`config.mk`:
```
export PLATFORM = sky130hd
export DESIGN_NAME = lru_page_buffer_controller
export DESIGN_NICKNAME = d
export VERILOG_FILES = /design/src/lpbc_pkg.sv /design/src/lru_page_buffer_controller.sv
export VERILOG_INCLUDE_DIRS = /design/src /design/src/src
export SDC_FILE = /design/constraint.sdc
export NUM_CORES = 1
export LEC_CHECK = 0
export BUFFER_PORTS_ARGS = -buffer_cell sky130_fd_sc_hd__buf_2
export CAP_MARGIN = 20
export CORE_AREA = 5 5 209 211
export DETAILED_ROUTE_END_ITERATION = 12
export DIE_AREA = 0 0 214 216
export PLACE_DENSITY = 0.79
export SLEW_MARGIN = 5
export SYNTH_ARGS = -nofsm -noshare
export SYNTH_HDL_FRONTEND = slang
export SYNTH_SLANG_ARGS = --single-unit
```
`constraint.sdc`:
```
create_clock -name clk -period 5.3 [get_ports clk]
set_input_delay 0.795 -clock clk [delete_from_list [all_inputs] [get_ports clk]]
set_output_delay 0.795 -clock clk [all_outputs]
set_load 0.03 [all_outputs]
```
`src/assert_macros.svh`:
```
// Assertion macros shared by the RTL, clocked on clk with synchronous active-low reset rst_n.
`ifndef ASSERT_MACROS_SVH
`define ASSERT_MACROS_SVH
`ifndef ASSERT_OFF
// property must hold at every clock edge outside reset
`define ASSERT_CLK(lbl, prop, msg) \
  lbl: assert property (@(posedge clk) disable iff (!rst_n) (prop)) else $error(msg);
// expression must never be true outside reset
`define ASSERT_NEVER(lbl, expr, msg) \
  lbl: assert property (@(posedge clk) disable iff (!rst_n) !(expr)) else $error(msg);
`else
`define ASSERT_CLK(lbl, prop, msg)
`define ASSERT_NEVER(lbl, expr, msg)
`endif
`endif

```
`src/lpbc_pkg.sv`:
```
// Package for the LRU page buffer controller: default sizes and stream field widths.
package lpbc_pkg;

  localparam int FRAMES_DEF    = 16;
  localparam int PAGE_BITS_DEF = 16;

  // fixed stream field widths
  localparam int OP_W       = 1;
  localparam int PAGE_ID_W  = 16;
  localparam int FRAME_W    = 4;
  localparam int EVPAGE_W   = 16;
  localparam int TOTAL_W    = 32;

  localparam int IN_TDATA_W  = 16;
  localparam int OUT_TDATA_W = 88;

endpackage

```
`src/lru_page_buffer_controller.sv`:
```
// LRU page buffer controller: fully associative write-back buffer pool with exact LRU ranks.
//
// Each input transaction is one page access (in_tuser = op, 1 for write; in_tdata = page_id).
// The controller takes one access at a time: after acceptance it walks every frame once through
// the shared tag-compare / rank-compare unit (one frame per cycle, tag RAM read in the cycle
// before its compare), then updates tag, valid, dirty, ranks and counters in the update
// state and returns to idle, where in_tready is high. The result sits in an output register,
// so a new access is accepted and scanned while the previous result waits on out_tready; only
// the update state stalls behind an untaken result. No clearing pass is needed after reset.
`include "assert_macros.svh"

module lru_page_buffer_controller #(
  parameter int FRAMES    = lpbc_pkg::FRAMES_DEF,
  parameter int PAGE_BITS = lpbc_pkg::PAGE_BITS_DEF
) (
  input  logic                              clk,
  input  logic                              rst_n,
  // in_tdata: page_id[15:0]
  input  logic [lpbc_pkg::IN_TDATA_W-1:0]   in_tdata,
  // in_tuser: op[0]
  input  logic [lpbc_pkg::OP_W-1:0]         in_tuser,
  input  logic                              in_tvalid,
  output logic                              in_tready,
  // out_tdata: hit[0], frame[4:1], fetch[5], evict_dirty[6], evict_page[22:7],
  //            hit_total[54:23], io_total[86:55], zero pad[87]
  output logic [lpbc_pkg::OUT_TDATA_W-1:0]  out_tdata,
  output logic                              out_tvalid,
  input  logic                              out_tready
);

  localparam int FW = (FRAMES > 1) ? $clog2(FRAMES) : 1;
  localparam int CW = $clog2(FRAMES + 1);

  localparam logic [1:0] ST_IDLE = 2'd0;
  localparam logic [1:0] ST_SCAN = 2'd1;
  localparam logic [1:0] ST_UPD  = 2'd2;

  logic [1:0]           state_r;
  logic [CW-1:0]        cnt_r;
  logic [FW-1:0]        eidx_r;
  logic                 op_r;
  logic [PAGE_BITS-1:0] page_r;

  logic [PAGE_BITS-1:0] tag_mem [FRAMES];
  logic [PAGE_BITS-1:0] tag_rd_r;

  logic [FRAMES-1:0]    valid_r;
  logic [FRAMES-1:0]    dirty_r;
  logic [FW-1:0]        rank_r [FRAMES];

  logic                 found_r;
  logic [FW-1:0]        hit_idx_r;
  logic [FW-1:0]        hit_rank_r;
  logic                 free_r;
  logic [FW-1:0]        free_idx_r;
  logic [FW-1:0]        best_idx_r;
  logic [FW-1:0]        best_rank_r;
  logic [PAGE_BITS-1:0] best_tag_r;
  logic                 best_dirty_r;

  logic [lpbc_pkg::TOTAL_W-1:0] hit_cnt_r;
  logic [lpbc_pkg::TOTAL_W-1:0] io_cnt_r;

  logic                           out_valid_r;
  logic                           out_hit_r;
  logic [lpbc_pkg::FRAME_W-1:0]   out_frame_r;
  logic                           out_fetch_r;
  logic                           out_evict_r;
  logic [lpbc_pkg::EVPAGE_W-1:0]  out_evpage_r;
  logic [lpbc_pkg::TOTAL_W-1:0]   out_hit_tot_r;
  logic [lpbc_pkg::TOTAL_W-1:0]   out_io_tot_r;

  logic                 in_acc;
  logic                 eval_en;
  logic                 tag_match;
  logic [FW-1:0]        rank_e;
  logic                 upd_go;
  logic [FW-1:0]        f_w;
  logic [FW:0]          old_rank_w;
  logic                 victim_w;
  logic                 evict_w;
  logic                 fetch_w;
  logic [lpbc_pkg::TOTAL_W-1:0] hit_nxt;
  logic [lpbc_pkg::TOTAL_W-1:0] io_nxt;

  assign in_tready = rst_n && (state_r == ST_IDLE);
  assign in_acc    = in_tvalid && in_tready;

  // shared compare unit: one frame per cycle, tag RAM data arrives in the cycle after its address
  assign eval_en   = (state_r == ST_SCAN) && (cnt_r != '0);
  assign rank_e    = rank_r[eidx_r];
  assign tag_match = valid_r[eidx_r] && (tag_rd_r == page_r);

  assign upd_go     = (state_r == ST_UPD) && (!out_valid_r || out_tready);
  assign victim_w   = !found_r && !free_r;
  assign f_w        = found_r ? hit_idx_r : (free_r ? free_idx_r : best_idx_r);
  assign old_rank_w = found_r ? {1'b0, hit_rank_r} :
                      (free_r ? (FW+1)'(FRAMES) : {1'b0, best_rank_r});
  assign evict_w    = victim_w && best_dirty_r;
  assign fetch_w    = !found_r && !op_r;
  assign hit_nxt    = hit_cnt_r + lpbc_pkg::TOTAL_W'(found_r);
  assign io_nxt     = io_cnt_r + lpbc_pkg::TOTAL_W'(evict_w) + lpbc_pkg::TOTAL_W'(fetch_w);

  // sequencer
  always_ff @(posedge clk) begin
    if (!rst_n) begin
      state_r <= ST_IDLE;
      cnt_r   <= '0;
    end else begin
      case (state_r)
        ST_IDLE: begin
          if (in_acc) begin
            state_r <= ST_SCAN;
            cnt_r   <= '0;
          end
        end
        ST_SCAN: begin
          if (cnt_r == CW'(FRAMES)) begin
            state_r <= ST_UPD;
          end else begin
            cnt_r <= cnt_r + 1'b1;
          end
        end
        ST_UPD: begin
          if (upd_go) begin
            state_r <= ST_IDLE;
          end
        end
        default: begin
          state_r <= ST_IDLE;
        end
      endcase
    end
  end

  // request latch and evaluated index
  always_ff @(posedge clk) begin
    if (in_acc) begin
      op_r   <= in_tuser[0];
      page_r <= PAGE_BITS'(in_tdata[lpbc_pkg::PAGE_ID_W-1:0]);
    end
    eidx_r <= cnt_r[FW-1:0];
  end

  // tag RAM: written on install, read by the scan
  always_ff @(posedge clk) begin
    if (upd_go && !found_r) begin
      tag_mem[f_w] <= page_r;
    end
    tag_rd_r <= tag_mem[cnt_r[FW-1:0]];
  end

  // scan results
  always_ff @(posedge clk) begin
    if (!rst_n) begin
      found_r <= 1'b0;
      free_r  <= 1'b0;
    end else if (in_acc) begin
      found_r <= 1'b0;
      free_r  <= 1'b0;
    end else if (eval_en) begin
      if (tag_match && !found_r) begin
        found_r    <= 1'b1;
        hit_idx_r  <= eidx_r;
        hit_rank_r <= rank_e;
      end
      if (!valid_r[eidx_r] && !free_r) begin
        free_r     <= 1'b1;
        free_idx_r <= eidx_r;
      end
      // oldest frame, lowest index on a tie
      if (cnt_r == CW'(1) || rank_e > best_rank_r) begin
        best_idx_r   <= eidx_r;
        best_rank_r  <= rank_e;
        best_tag_r   <= tag_rd_r;
        best_dirty_r <= dirty_r[eidx_r];
      end
    end
  end

  // frame state and counters
  always_ff @(posedge clk) begin
    if (!rst_n) begin
      valid_r   <= '0;
      dirty_r   <= '0;
      hit_cnt_r <= '0;
      io_cnt_r  <= '0;
      for (int i = 0; i < FRAMES; i++) begin
        rank_r[i] <= '0;
      end
    end else if (upd_go) begin
      hit_cnt_r <= hit_nxt;
      io_cnt_r  <= io_nxt;
      if (found_r) begin
        if (op_r) begin
          dirty_r[f_w] <= 1'b1;
        end
      end else begin
        valid_r[f_w] <= 1'b1;
        dirty_r[f_w] <= op_r;
      end
      for (int i = 0; i < FRAMES; i++) begin
        if (FW'(i) == f_w) begin
          rank_r[i] <= '0;
        end else if (valid_r[i] && ({1'b0, rank_r[i]} < old_rank_w)) begin
          rank_r[i] <= rank_r[i] + 1'b1;
        end
      end
    end
  end

  // result register
  always_ff @(posedge clk) begin
    if (!rst_n) begin
      out_valid_r <= 1'b0;
    end else if (upd_go) begin
      out_valid_r <= 1'b1;
    end else if (out_tready) begin
      out_valid_r <= 1'b0;
    end
  end

  always_ff @(posedge clk) begin
    if (upd_go) begin
      out_hit_r     <= found_r;
      out_frame_r   <= lpbc_pkg::FRAME_W'(f_w);
      out_fetch_r   <= fetch_w;
      out_evict_r   <= evict_w;
      out_evpage_r  <= evict_w ? lpbc_pkg::EVPAGE_W'(best_tag_r) : '0;
      out_hit_tot_r <= hit_nxt;
      out_io_tot_r  <= io_nxt;
    end
  end

  assign out_tvalid = out_valid_r;
  assign out_tdata  = {1'b0, out_io_tot_r, out_hit_tot_r, out_evpage_r,
                       out_evict_r, out_fetch_r, out_frame_r, out_hit_r};

  `ASSERT_CLK(a_hit_frame_valid, (upd_go && found_r) |-> valid_r[hit_idx_r], "hit on invalid frame")
  `ASSERT_CLK(a_evict_only_full, (upd_go && evict_w) |-> (&valid_r), "eviction with a free frame")
  `ASSERT_CLK(a_mru_rank_zero, upd_go |=> (rank_r[$past(f_w)] == '0), "accessed frame not MRU")
  `ASSERT_NEVER(a_hit_no_io, out_valid_r && out_hit_r && (out_fetch_r || out_evict_r), "disk op on hit")

endmodule

```
=== Word-level counts from Yosys, hierarchy flattened ===
Memory sizes are Yosys's and may differ from the RTL's. A register that Yosys moved wholly into a read port is not among the register bits.
Cells that the tools add are included.

* Register bits after elaboration: 251
* Memory bits (writable): 320
* Input bits: 21
* Memories kept: 2

* Add/sub/neg operators: 20
* Magnitude comparators: 20
* Equal/unequal tests: 25
* Muxes and demuxes: 201
* Bitwise gates (word level): 37
* Reduce and logical (&&, ||, !) cells: 50

{| class="wikitable"
|+ Memory list
! name !! depth !! bits a word !! read ports !! clocked after memory_dff !! write ports !! RTL line !! text
|-
| tag_mem || 16 || 16 || 1 || 1 || 1 || lru_page_buffer_controller.sv:44 || <nowiki>logic [PAGE_BITS-1:0] tag_mem [FRAMES];</nowiki>
|-
| rank_r || 16 || 4 || 17 || 1 || 16 || lru_page_buffer_controller.sv:49 || <nowiki>logic [FW-1:0] rank_r [FRAMES];</nowiki>
|}

{| class="wikitable"
|+ Operators by type and width
! cell !! number
|-
| 2-to-1 mux 1 bit || 152
|-
| 2-to-1 mux 4 bit || 34
|-
| adder 32 x 1 -> 32 bit || 3
|-
| < comparator 4 x 5 -> 1 bit || 16
|-
| adder 4 x 1 -> 4 bit (second input constant) || 16
|-
| equality test 4 bit (first input constant) || 8
|-
| 2-to-1 mux 16 bit || 2
|-
| OR 1 bit || 32
|-
| OR 16 bit || 2
|-
| logical AND 1 bit || 28
|-
| 2-to-1 mux 5 bit || 4
|-
| bitwise mux 16 bit || 1
|-
| equality test 16 bit || 1
|-
| equality test 3 x 4 -> 1 bit (first input constant) || 4
|-
| AND reduction 4 bit || 3
|-
| < comparator 4 x 5 -> 1 bit (second input constant) || 2
|-
| one-hot mux 5 bit (2 select lines) || 1
|-
| binary-select mux 1 bit (select 4 bit) || 2
|-
| equality test 2 x 4 -> 1 bit (first input constant) || 2
|-
| inequality test 2 bit (second input constant) || 4
|-
| AND reduction 2 bit || 4
|-
| 2-to-1 mux 2 bit || 3
|-
| one-hot mux 2 bit (3 select lines) || 1
|-
| AND reduction 3 bit || 2
|-
| other kinds (18) || 26
|}

=== Longest topological paths before layout ===
* Word-level depth: 10
* Mapped depth: 14
* Mapped depth without buffers: 10

=== Least setup slack after synthesis ===
OpenSTA, ideal clock, no wires.

* Path type: in2reg
* Start point: input port out_tready
* End point: register io_cnt_r[30] (netlist bit)
* Library setup time: 0.131 ns
* Data arrival time: 4.223 ns
* Required time: 5.169 ns
* Slack: 0.946 ns
* Cell stages on the path: 6
* Path through: nand2b_1 > nand2_1 > clkinv_1 > buf_1 > nand4_1 > mux2i_1

* Longest elaborated chain between the ends: 2

{| class="wikitable"
|+ RTL lines
! what !! RTL line !! text
|-
| start: declaration || lru_page_buffer_controller.sv:28 || <nowiki>input logic out_tready</nowiki>
|-
| logical OR 1 bit || lru_page_buffer_controller.sv:94 || <nowiki>assign upd_go = (state_r == ST_UPD) && (!out_valid_r || out_tready);</nowiki>
|-
| logical AND 1 bit || lru_page_buffer_controller.sv:94 ||
|-
| net upd_go || lru_page_buffer_controller.sv:77 || <nowiki>logic upd_go;</nowiki>
|-
| end signal: assignment || lru_page_buffer_controller.sv:193 || <nowiki>io_cnt_r <= io_nxt;</nowiki>
|-
| end: declaration || lru_page_buffer_controller.sv:62 || <nowiki>logic [lpbc_pkg::TOTAL_W-1:0] io_cnt_r;</nowiki>
|}

The timed path passes the listed nets, and every way through them passes these cells.
A chain may end at the register's enable or synchronous reset.

==> impl_metrics.json <==
{
  "rows": 75,
  "io_buffers": 109,
  "crit_chain": "mux4_2 > mux4_2 > ha_1 > nor2b_1 > o21a_1 > o21a_1 > o21ai_0 > a21oi_2 > buf_4",
  "postSynthCellCount": 1726,
  "avgSynthCellArea_um2": 14.69,
  "synthTopCellsByArea": "edfxtp_1 (55%), dfxtp_1 (9.9%), mux4_2 (9.8%)",
  "detail-route-antenna-nets": 0,
  "postCtsSetupBuffers": 0,
  "syn_nets": 1806,
  "drtIter0Drc": 1873,
  "slew_headroom_pct": 24.39,
  "viasPerCell": 6.412,
  "cts.sinks": 587,
  "dr.pass1.iters": 6,
  "cts.hold.buffers_added": 0,
  "status": "finished clean",
  "vias": 15550,
  "start_util_pct": 61.00,
  "async_reset_ff_share_pct": 0,
  "grt_pass1_vias": 15430,
  "p_leak_nw": 9.880,
  "syn_to_final_growth_pct": 11.87,
  "r2r_end": "best_tag_r[0]",
  "reg2reg_depth": 9,
  "reg2reg_slack_ns": 1.47,
  "r2r_start": "eidx_r[0]",
  "dieWidth_um": 214,
  "gp_congestion": 0.9344,
  "whs_path_depth": 1,
  "place_ws_ns": 1.431,
  "drc_errors": 0,
  "grt_max_degree": 87,
  "max_freq_ghz": 0.2609,
  "multi_input_area_mm2": 0.008527,
  "worstSkewPairLatency_ns": 0.62,
  "dp.cells": 2318,
  "synth-edff-count": 461,
  "yosys-top-cells-count": "edfxtp_1 (461), nor2_1 (166), dfxtp_1 (126)",
  "cts_resized": 0,
  "setup_viol": 0,
  "hold_class": "input pin to register",
  "clockRootBuffer": "clkbuf_16",
  "post_drt_wl_per_cell_um": 24.74,
  "fin_tns_setup_ns": 0,
  "worst_pin_slew_ns": 1.124,
  "fin_util_pct": 68.23,
  "die_y_um": 216,
  "cts_buffer_depth": 3,
  "finalClockSkew_ns": 0.03336,
  "powerDensity_mw_per_mm2": 326.4,
  "synth_top_area_share_pct": 54.59,
  "synth_most_common_cell": "edfxtp_1",
  "num-nets-final": 1918,
  "ys_warn_count": 0,
  "hp-start": "in_tdata[14]",
  "synthFlopType": "edfxtp_1",
  "ys_seq_area_share_pct": 64.54,
  "finalNonFillerCells": 2425,
  "ys_ff_latch": 587,
  "fillerInstances": 2723,
  "grt_usage_pct": 25.71,
  "cp.arrival_ns": 4.09,
  "worst_slack_ns": 1.467,
  "period_needed_ns": 3.833,
  "dieArea_mm2": 0.04622,
  "crit_fanout": 27,
  "io_pins": 111,
  "cap_viol_max_count": 0,
  "power_mw": 9.259,
  "cts-htree-levels": 2,
  "grt_overflow_total": 0,
  "clk_pin_slew_worst_paths_ns": 0.06,
  "hold_violations": 0,
  "cts_tree": "yes",
  "seq_area_mm2": 0.01637,
  "slowest_delay_ns": 0.90,
  "core_mm2": 0.04157,
  "fin_crit_sh_pct": 72.31,
  "irDropWorstVdd_uv": 329.6,
  "drive_above_1_share_pct": 21.17,
  "yosysUniqueCellTypes": 64,
  "worstSetupPathType": "register to register",
  "cts-buffers-inserted": 55,
  "dpl.hpwl_um": 37220,
  "rsz0062_at_grt": "no",
  "crit_required_ns": 5.56,
  "yosysTopAreaCell": "edfxtp_1",
  "critPathSlowestCell": "dfxtp_2",
  "whs_endpoint": "page_r[14]",
  "grt_pass1_wl_um": 91710,
  "antenna_found_initial": 2,
  "final-max-slew-violation-count": 0,
  "synth_area_mm2": 0.02536,
  "end_kind": "register",
  "crit_path_start_kind": "register",
  "routed_wirelength_um": 59990
}
report_power, final:
part | switching (mW) | internal [mW] | total (mW)
Combinational | 0.137 | 0.138 | 0.275
Sequential | 0.0824 | 4.97 | 5.06
Clock | 1.72 | 2.21 | 3.93
Total | 1.94 | 7.32 | 9.26
worst max-delay path, delay by kind of cell, from the launching register on:
family	cells	cell delay (ns)
compound gates	4	0.55
simple gates	1	0.15
buf+inv	1	0.38
flops	1	0.90
fa+ha+maj	1	0.33
mux	2	1.14
routing by layer:
layer,global-route usage (%),up-vias,routed length (um)
li1,-,6812,-
met1,34.60,7717,23140
met2,42.68,859,29320
met3,5.647,157,5493
met4,8.117,4,2013
met5,0,-,25
cell families (layout without fill, tap and decap cells):
family          count (synthesis)  in the layout  share of synthesized area, %
compound gates                162            162                         4.846
xor+xnor                      164            164                         5.665
fa+ha+maj                      59             59                         2.941
buf+inv                       128            287                         2.142
flops                         587            587                         64.54
mux                           115            115                         9.967
other cells                     1              2                       0.01479
simple gates                  510            510                         9.884
metrics by stage:
stage | cell area (um2) | hold WS, ns
2_1_floorplan | 25360 | 0.3578
3_3_place_gp | 26530 | 0.4330
3_5_place_dp | 26530 | 0.4382
4_1_cts | 28350 | 0.3173
5_1_grt | 28360 | 0.3163
6_report | 28370 | 0.3420
sequential cells by signal (all words and copies together), names as in the netlist, 2 cells and up:
| signal | flops |
|---|---|
| best_rank_r | 4 |
| free_idx_r | 4 |
| out_io_tot_r | 32 |
| eidx_r | 4 |
| best_idx_r | 4 |
| out_evpage_r | 16 |
| state_r | 2 |
| rank_r | 64 |
| out_hit_tot_r | 32 |
| best_tag_r | 16 |
| tag_mem | 256 |
| page_r | 16 |
| tag_rd_r | 16 |
| hit_cnt_r | 32 |
| cnt_r | 5 |
| hit_idx_r | 4 |
| dirty_r | 16 |
| valid_r | 16 |
| out_frame_r | 4 |
| io_cnt_r | 32 |
| hit_rank_r | 4 |
area by class of cell:
cell class | count | share of cell area [%]
clock inverters | 35 | 1.297
multi-input cells | 1011 | 30.06
repair buffers | 148 | 2.955
diodes | 1 | 0.008822
clock buffers | 69 | 5.112
flip-flops and latches | 587 | 57.72
well taps | 539 | 2.377
inverters | 35 | 0.4720
layout by cell type (no fill, tap or decap), types with 18 or more instances in the layout:
| cell | Yosys | routed |
|---|---|---|
| nor2_1 | 166 | 158 |
| dfxtp_1 | 126 | 123 |
| buf_4 | 5 | 39 |
| o2111ai_1 | 18 | 18 |
| inv_1 | 29 | 29 |
| edfxtp_1 | 461 | 461 |
| nand2_1 | 93 | 93 |
| mux4_2 | 110 | 110 |
| o21a_1 | 22 | 22 |
| xnor2_1 | 81 | 81 |
| nand4_1 | 44 | 44 |
| nand3_1 | 71 | 71 |
| o21ai_0 | 19 | 19 |
| and3_1 | 41 | 41 |
| xor2_1 | 83 | 83 |
| clkbuf_16 | 0 | 56 |
| buf_2 | 23 | 109 |
| ha_1 | 58 | 58 |
worst max path at each step:
stage                     startpoint            end  slack, ns
after floorplan           out_tready   io_cnt_r[30]       0.95
after detailed placement      free_r   io_cnt_r[31]       1.43
after CTS                     free_r   io_cnt_r[31]       1.39
after global placement     eidx_r[0]  best_tag_r[8]       1.54
after global routing       eidx_r[0]  best_tag_r[1]       1.25
final                      eidx_r[0]  best_tag_r[0]       1.47
Power figures use the tool's default switching activity.
